### config.mk
export PLATFORM = sky130hd
export DESIGN_NAME = run_length_vlc_symbol_decoder_flat
export DESIGN_NICKNAME = d
export VERILOG_FILES = /design/src/rlvd_pkg.sv /design/src/rlvd_chan_if.sv /design/src/rlvd_decode.sv /design/src/run_length_vlc_symbol_decoder.sv /design/src/flat_wrapper.sv
export SDC_FILE = /design/constraint.sdc
export NUM_CORES = 1
export LEC_CHECK = 0
export ABC_AREA = 1
export BUFFER_PORTS_ARGS = -buffer_cell sky130_fd_sc_hd__buf_2
export CAP_MARGIN = 20
export CORE_ASPECT_RATIO = 1.1
export CORE_MARGIN = 3
export CORE_UTILIZATION = 45
export CTS_CLUSTER_DIAMETER = 200
export CTS_CLUSTER_SIZE = 10
export DETAILED_ROUTE_END_ITERATION = 6
export PLACE_DENSITY = 0.69
export SLEW_MARGIN = 20
export SYNTH_ARGS = -nofsm -noshare
export SYNTH_HDL_FRONTEND = slang
export SYNTH_SLANG_ARGS = --single-unit
### constraint.sdc
create_clock -name clk_i -period 2.5 [get_ports clk_i]
set_clock_uncertainty 0.1 [all_clocks]
set_input_delay 0.375 -clock clk_i [delete_from_list [all_inputs] [get_ports clk_i]]
set_output_delay 0.375 -clock clk_i [all_outputs]
set_load 0.05 [all_outputs]
### src/rlvd_pkg.sv
package rlvd_pkg;

  localparam int unsigned WindowBits    = 21;
  localparam int unsigned SymbolBits    = 16;
  localparam int unsigned UsedBits      = 5;
  localparam int unsigned EscPrefixBits = 5;
  localparam int unsigned EscRawBits    = WindowBits - EscPrefixBits;
  localparam int unsigned CfgIndexBits  = 2;
  localparam int unsigned CfgDataBits   = 16;

  localparam logic [EscPrefixBits-1:0] EscPrefixCode = 5'b11000;
  localparam logic [SymbolBits-1:0]    EopCode       = 16'd32;
  localparam logic [SymbolBits-1:0]    EoiCode       = 16'd33;

  localparam logic [4:0]  EscCountReset = 5'd8;
  localparam logic [15:0] EscMaskReset  = 16'd255;

  typedef enum logic [CfgIndexBits-1:0] {
    RegEscCount = 2'd0,
    RegEscMask  = 2'd1
  } reg_index_e;

  typedef struct packed {
    logic [WindowBits-1:0] code_window;
  } rlvd_in_t;

  typedef struct packed {
    logic [SymbolBits-1:0] symbol_value;
    logic [UsedBits-1:0]   bits_used;
    logic                  marker_seen;
    logic                  invalid_code;
  } rlvd_out_t;

  typedef struct packed {
    logic [CfgIndexBits-1:0] index;
    logic [CfgDataBits-1:0]  wdata;
  } rlvd_cfg_t;

  function automatic logic [4:0] sym_len10_five(input logic [1:0] idx);
    logic [4:0] val;
    case (idx)
      2'd0:    val = 5'd16;
      2'd1:    val = 5'd14;
      2'd2:    val = 5'd17;
      default: val = 5'd15;
    endcase
    return val;
  endfunction

  function automatic logic [4:0] sym_len11_six(input logic [2:0] idx);
    logic [4:0] val;
    case (idx)
      3'd0:    val = 5'd30;
      3'd1:    val = 5'd26;
      3'd2:    val = 5'd28;
      3'd3:    val = 5'd24;
      3'd4:    val = 5'd31;
      3'd5:    val = 5'd27;
      3'd6:    val = 5'd29;
      default: val = 5'd25;
    endcase
    return val;
  endfunction

endpackage

### src/rlvd_chan_if.sv
interface rlvd_chan_if #(
  parameter type payload_t = logic
);
  logic     valid;
  logic     ready;
  payload_t data;

  modport source (output valid, output data, input ready);
  modport sink   (input valid, input data, output ready);
endinterface

### src/rlvd_decode.sv
module rlvd_decode #(
  parameter int unsigned MAX_ESCAPE_BITS = 16
) (
  input  logic [rlvd_pkg::WindowBits-1:0] window_i,
  input  logic [4:0]                      esc_count_i,
  input  logic [15:0]                     esc_mask_i,
  output rlvd_pkg::rlvd_out_t             result_o
);
  import rlvd_pkg::*;

  localparam int unsigned EscCap =
      (MAX_ESCAPE_BITS < EscRawBits) ? MAX_ESCAPE_BITS : EscRawBits;
  localparam logic [4:0] EscCapW = 5'(EscCap);

  logic [4:0]            esc_n;
  logic [EscRawBits:0]   raw_mask_wide;
  logic [EscRawBits-1:0] raw_bits;
  logic [SymbolBits-1:0] esc_value;
  logic [1:0]            r_fld;
  logic [1:0]            s_fld;

  assign esc_n         = (esc_count_i > EscCapW) ? EscCapW : esc_count_i;
  assign raw_mask_wide = ({{EscRawBits{1'b0}}, 1'b1} << esc_n) - 1'b1;
  assign raw_bits      = window_i[WindowBits-1:EscPrefixBits]
                       & raw_mask_wide[EscRawBits-1:0];
  assign esc_value     = SymbolBits'(raw_bits) & esc_mask_i;
  assign r_fld         = window_i[2:1];
  assign s_fld         = window_i[4:3];

  always_comb begin
    result_o = '0;
    if (window_i[0]) begin
      result_o.symbol_value = 16'd0;
      result_o.bits_used    = 5'd1;
    end else if (r_fld == 2'd1) begin
      result_o.symbol_value = 16'd1;
      result_o.bits_used    = 5'd3;
    end else if (r_fld == 2'd2) begin
      result_o.symbol_value = window_i[3] ? 16'd4 : 16'd3;
      result_o.bits_used    = 5'd4;
    end else if (r_fld == 2'd3) begin
      result_o.symbol_value = 16'd2;
      result_o.bits_used    = 5'd3;
    end else if (window_i[EscPrefixBits-1:0] == EscPrefixCode) begin
      result_o.symbol_value = esc_value;
      result_o.bits_used    = 5'(EscPrefixBits) + esc_n;
    end else if (s_fld == 2'd1) begin
      result_o.symbol_value = 16'd5;
      result_o.bits_used    = 5'd5;
    end else if (s_fld == 2'd2) begin
      case (window_i[6:5])
        2'd0: begin
          result_o.symbol_value = window_i[7] ? 16'd11 : 16'd10;
          result_o.bits_used    = 5'd8;
        end
        2'd1: begin
          result_o.symbol_value = 16'd6;
          result_o.bits_used    = 5'd7;
        end
        2'd2: begin
          result_o.symbol_value = window_i[7] ? 16'd9 : 16'd8;
          result_o.bits_used    = 5'd8;
        end
        default: begin
          result_o.symbol_value = 16'd7;
          result_o.bits_used    = 5'd7;
        end
      endcase
    end else begin
      case (window_i[7:5])
        3'd1: begin
          case (window_i[9:8])
            2'd0: begin
              result_o.symbol_value = window_i[10] ? 16'd23 : 16'd22;
              result_o.bits_used    = 5'd11;
            end
            2'd1: begin
              result_o.symbol_value = 16'd18;
              result_o.bits_used    = 5'd10;
            end
            2'd2: begin
              result_o.symbol_value = window_i[10] ? 16'd21 : 16'd20;
              result_o.bits_used    = 5'd11;
            end
            default: begin
              result_o.symbol_value = 16'd19;
              result_o.bits_used    = 5'd10;
            end
          endcase
        end
        3'd2: begin
          if (window_i[10:8] == 3'd3) begin
            result_o.symbol_value = EopCode;
            result_o.bits_used    = 5'd11;
            result_o.marker_seen  = 1'b1;
          end else if (window_i[10:8] == 3'd7) begin
            result_o.symbol_value = EoiCode;
            result_o.bits_used    = 5'd11;
            result_o.marker_seen  = 1'b1;
          end else begin
            result_o.invalid_code = 1'b1;
          end
        end
        3'd3: begin
          result_o.symbol_value = 16'd12;
          result_o.bits_used    = 5'd8;
        end
        3'd5: begin
          result_o.symbol_value = SymbolBits'(sym_len10_five(window_i[9:8]));
          result_o.bits_used    = 5'd10;
        end
        3'd6: begin
          result_o.symbol_value = SymbolBits'(sym_len11_six(window_i[10:8]));
          result_o.bits_used    = 5'd11;
        end
        3'd7: begin
          result_o.symbol_value = 16'd13;
          result_o.bits_used    = 5'd8;
        end
        default: begin
          result_o.invalid_code = 1'b1;
        end
      endcase
    end
  end

endmodule

### src/run_length_vlc_symbol_decoder.sv
// Run-length VLC symbol decoder.
// in_i carries a 21-bit window of upcoming stream bits, earliest bit at
// bit 0. Each request yields exactly one result on out_o: the decoded run
// value, marker code or masked escape value, the number of bits consumed,
// and marker / invalid flags. The caller advances its bit reader by
// bits_used.
// cfg_i writes the escape raw-bit count (index 0) and the escape value mask
// (index 1); other indexes are dropped. cfg_i is always ready and should be
// written only while no request is in flight.
// From input request to result valid: one input register, one table decode,
// one result register. Throughput is one request per cycle while out_o does
// not stall.
// When out_o stalls, both stages hold and in_i.ready drops; it returns the
// cycle the result is taken.
// Reset clears both stage valids and loads count 8 and mask 255.
module run_length_vlc_symbol_decoder #(
  parameter int unsigned MAX_ESCAPE_BITS = 16
) (
  input  logic        clk_i,
  input  logic        rst_ni,
  rlvd_chan_if.sink   cfg_i,
  rlvd_chan_if.sink   in_i,
  rlvd_chan_if.source out_o
);
  import rlvd_pkg::*;

  logic                  advance;
  logic                  s1_valid_q;
  logic [WindowBits-1:0] window_q;
  logic                  out_valid_q;
  rlvd_out_t             result_d;
  rlvd_out_t             result_q;
  logic [4:0]            esc_count_q;
  logic [15:0]           esc_mask_q;
  rlvd_cfg_t             cfg_req;
  rlvd_in_t              in_req;

  assign cfg_req     = cfg_i.data;
  assign in_req      = in_i.data;
  assign cfg_i.ready = 1'b1;

  always_ff @(posedge clk_i or negedge rst_ni) begin
    if (!rst_ni) begin
      esc_count_q <= EscCountReset;
      esc_mask_q  <= EscMaskReset;
    end else if (cfg_i.valid) begin
      case (cfg_req.index)
        RegEscCount: esc_count_q <= cfg_req.wdata[4:0];
        RegEscMask:  esc_mask_q  <= cfg_req.wdata[15:0];
        default: ;
      endcase
    end
  end

  assign advance    = !out_valid_q || out_o.ready;
  assign in_i.ready = advance;

  always_ff @(posedge clk_i or negedge rst_ni) begin
    if (!rst_ni) begin
      s1_valid_q  <= 1'b0;
      out_valid_q <= 1'b0;
    end else if (advance) begin
      s1_valid_q  <= in_i.valid;
      out_valid_q <= s1_valid_q;
    end
  end

  always_ff @(posedge clk_i) begin
    if (advance && in_i.valid) begin
      window_q <= in_req.code_window;
    end
    if (advance && s1_valid_q) begin
      result_q <= result_d;
    end
  end

  rlvd_decode #(
    .MAX_ESCAPE_BITS(MAX_ESCAPE_BITS)
  ) u_decode (
    .window_i   (window_q),
    .esc_count_i(esc_count_q),
    .esc_mask_i (esc_mask_q),
    .result_o   (result_d)
  );

  assign out_o.valid = out_valid_q;
  assign out_o.data  = result_q;

endmodule

### src/flat_wrapper.sv
// flat-port wrapper written by rule: the top's interface ports become plain ports
module run_length_vlc_symbol_decoder_flat import rlvd_pkg::*;
#(
  parameter int unsigned MAX_ESCAPE_BITS = 16
)
  (clk_i, rst_ni, cfg_i_valid, cfg_i_data, cfg_i_ready, in_i_valid, in_i_data, in_i_ready, out_o_valid, out_o_data, out_o_ready);
  rlvd_chan_if #(.payload_t(rlvd_cfg_t)) cfg_i_i ();
  rlvd_chan_if #(.payload_t(rlvd_in_t)) in_i_i ();
  rlvd_chan_if #(.payload_t(rlvd_out_t)) out_o_i ();
  input  logic clk_i;
  input  logic rst_ni;
  input wire logic [$bits(cfg_i_i.valid)-1:0] cfg_i_valid;
  input wire logic [$bits(cfg_i_i.data)-1:0] cfg_i_data;
  output wire logic [$bits(cfg_i_i.ready)-1:0] cfg_i_ready;
  input wire logic [$bits(in_i_i.valid)-1:0] in_i_valid;
  input wire logic [$bits(in_i_i.data)-1:0] in_i_data;
  output wire logic [$bits(in_i_i.ready)-1:0] in_i_ready;
  output wire logic [$bits(out_o_i.valid)-1:0] out_o_valid;
  output wire logic [$bits(out_o_i.data)-1:0] out_o_data;
  input wire logic [$bits(out_o_i.ready)-1:0] out_o_ready;
  assign cfg_i_i.valid = cfg_i_valid;
  assign cfg_i_i.data = cfg_i_data;
  assign cfg_i_ready = cfg_i_i.ready;
  assign in_i_i.valid = in_i_valid;
  assign in_i_i.data = in_i_data;
  assign in_i_ready = in_i_i.ready;
  assign out_o_valid = out_o_i.valid;
  assign out_o_data = out_o_i.data;
  assign out_o_i.ready = out_o_ready;
  run_length_vlc_symbol_decoder #(.MAX_ESCAPE_BITS(MAX_ESCAPE_BITS)) u_core (.clk_i(clk_i), .rst_ni(rst_ni), .cfg_i(cfg_i_i), .in_i(in_i_i), .out_o(out_o_i));
endmodule
==> run metrics <==
outcome finished, final reports clean; Period minus WS final 2.36 ns; Post-DRT Antenna Nets 0; Root Buffer clkbuf_8; Die Footprint roughly 0.009 mm2; drt pass-1 iters 5; H-tree depth 3; Post-Route WL about 8 mm; Internal 2.09 mW; crit end category flip-flop; EDFF count, synth 44; CTS tree built; most common flop cell mapped by yosys edfxtp_1; Final Hold Fails 0; first-pass GRT wire length around 13 mm; count leader, synth nand2_1; NetSw between 1 and 1.5 mW; Final period util 94.2%; Die Width 91.3 um; number of remaining DRC errors 0; vias in the first global route about 2900; chip height between 90 and 100 um; Area Overhead vs Synth 21.1%; pre-CTS WS 0.0110 ns; Worst Path Required between 2 and 3 ns; Total Routing Usage GR a little under a fifth; achievable frequency roughly 420 MHz; setup TNS 0 ns; layout cell share with drive strength beyond 1 between 30% and 40%; storage element area about 0.0019 mm2; Net Sw Frac between 30% and 40%; Fillers 696; core area 0.00760 mm2; Rel. slew slack between 40 and 50%; area leader, netlist edfxtp_1; hpwl dp just over 6 mm; placer congestion estimate 0.972; placed cell count 555; CTS sink cnt 67; # port buffers 68; Pwr per Cell Area around 700 mW/mm2; Slew Viols, Final 0; Comb pwr share around 28%; Initial Util between 40% and 50%; Mapped Cells 379; initial antenna violation count 0; max cap viols 0; leading cell types by count after synthesis nand2_1 (74), inv_1 (46), edfxtp_1 (44); clk_lat worst skew 0.34 ns; syn_nets 435; Yosys reg bits 67; Hold Slack about 0.11 ns; post-synthesis async set-or-reset flop share 34.3%; startpoint types flip-flop; Seq/Total Area, Yosys between 50 and 60%; Final setup viols 0; I/O pins 70; total power 3.14 mW; ant diodes 0; largest net degree at the start of global routing 24; CTS max path bufs 2; Synth top area share 36.7%; synth warn 0; post-synth cell types 44; power share of the clock group between 20% and 30%; cts bufs inserted 9; GR Overflow Total 0; Leak between 2 and 2.5 nW; critical path arrival between 2 and 2.5 ns; Vias/cell around 5.1; Final WS setup around 0.14 ns; worst IR drop on VDD about 380 uV; area of the multi-input gates ~0.0015 mm2; Avg Synthesized Cell Area 9.50 um2; CP Class flip-flop to flip-flop; Nets a little over 500; routed via count approximately 2900; Rows 33; Synth area leaders edfxtp_1 (37%), dfrtp_1 (9.7%), nand2_1 (7.7%), dfstp_2 (6.6%), inv_1 (4.8%); synthesized area 0.00360 mm2; Post-CTS Setup Bufs 0; critical path fanouts, max 5; Slew @ Worst Pin 0.890 ns; clk slew on worst S/H paths roughly 0.07 ns; Flop pwr share 45.0%; Hold Crit Class input port to flip-flop; Avg WL per Cell approximately 14 um; Initial DRC Count between 100 and 150; Post-Layout Cell Count roughly 570
==> sequential cells by signal, summed over array words and instances (netlist names) <==
| name | count |
|---|---|
| u_core.out_o.data | 23 |
| u_core.s1_valid_q | 1 |
| u_core.out_o.valid | 1 |
| u_core.esc_mask_q | 16 |
| u_core.esc_count_q | 5 |
| u_core.window_q | 21 |
==> power by group through the flow <==
| stage | Combinational, mW | Clock (mW) | Sequential (mW) |
|---|---|---|---|
| after floorplan | 0.491 | 0 | 1.54 |
| after CTS | 0.840 | 0.876 | 1.41 |
| after detailed placement | 0.835 | 0 | 1.43 |
| final | 0.873 | 0.851 | 1.41 |
| after global placement | 0.820 | 0 | 1.43 |
| after global routing | 0.962 | 0.932 | 1.43 |
==> layout make-up <==
type,count,area share (%)
clock buffers,10,2.93
well taps,105,3.01
flip-flops and latches,67,43.7
multi-input cells,254,34.8
repair buffers,79,9.75
inverters,51,4.50
clock inverters,6,1.29
==> placed cells by master, fill, tap and decap left out, types with 2 or more instances in the layout <==
cell and n:
clkinv_2 3, o21a_1 2, ha_2 4, edfxtp_1 44, dfstp_2 9, nand4_1 8, nor2_4 3, nand2_1 72
inv_2 5, dfrtp_1 14, clkbuf_8 9, ha_1 8, inv_1 45, nor3_2 5, o211ai_1 2, mux2_2 11
xor2_1 2, nor2_1 37, buf_4 10, nand3_2 7, nor2_2 4, nand2_2 7, a31oi_1 2, nand3_1 25
nor3_1 2, a21oi_1 14, buf_2 68, o21ai_0 21
==> what timing repair did <==
item | in CTS | in global routing
hold endpoints to repair | 14 | 0
setup endpoints to repair | 0 | 11
hold buffers | 1 | 0
resized for setup | 0 | 16
==> worst max-delay path, stage by stage, from the launching register on <==
cell and delay (ns):
dfstp_2 0.53, nor2_1 0.04, nand3_1 0.06, nand2_1 0.06, nand2_2 0.11, inv_1 0.07
ha_1 0.22, buf_4 0.16, nand3_2 0.11, nand2_1 0.07, nor2_1 0.18, nand3_4 0.12
inv_2 0.08, nand2_2 0.05, nor2_1 0.11, nor3b_2 0.06
==> metal layers <==
metal  part of all wire [%]  track usage (%)  vias to the layer above
met2                     53             32.8                       93
li1                       -                -                     1436
met5                      0                0                        -
met4                    3.0             8.47                        0
met1                     39             20.2                     1346
met3                    5.6             4.95                       23
==> logic make-up after synthesis <==
group	Yosys count	synth area share, %
other	1	0.104
xor gates and xnor gates	3	0.730
DFF	67	53.0
adders and majority gates	12	4.17
muxes	11	3.44
buffers and inverters	58	6.67
AOI/OAI and AO/OA	48	7.47
and+or+nand+nor	179	24.5
==> worst paths after layout <==
kind / startpoint / endpoint / slack [ns] / depth (start not counted)
max: u_core.esc_count_q[3]$_DFFE_PN1P_ / u_core.out_o.data[21]$_SDFFCE_PP0P_ / 0.14 / 15
min: in_i_data[0] / u_core.window_q[0]$_DFFE_PP_ / 0.11 / 1
max reg2reg: u_core.esc_count_q[3]$_DFFE_PN1P_ / u_core.out_o.data[21]$_SDFFCE_PP0P_ / 0.14 / 15
min reg2reg: u_core.s1_valid_q$_DFFE_PN0N_ / u_core.out_o.valid$_DFFE_PN0N_ / 0.37 / 2
max in group asynchronous: rst_ni / u_core.esc_count_q[3]$_DFFE_PN1P_ / 1.48 / 2
min in group asynchronous: rst_ni / u_core.esc_mask_q[10]$_DFFE_PN0P_ / 0.44 / 2
==> per-stage QoR <==
stage / utilization (%) / cell area, um2
after floorplan: - / 3600
after global placement: 54.1 / 4110
after CTS: 56.6 / 4300
after global routing: 57.4 / 4360
after detailed placement: 54.1 / 4110
final: 57.4 / 4360
Note: power is estimated with default switching activity, not from simulation.
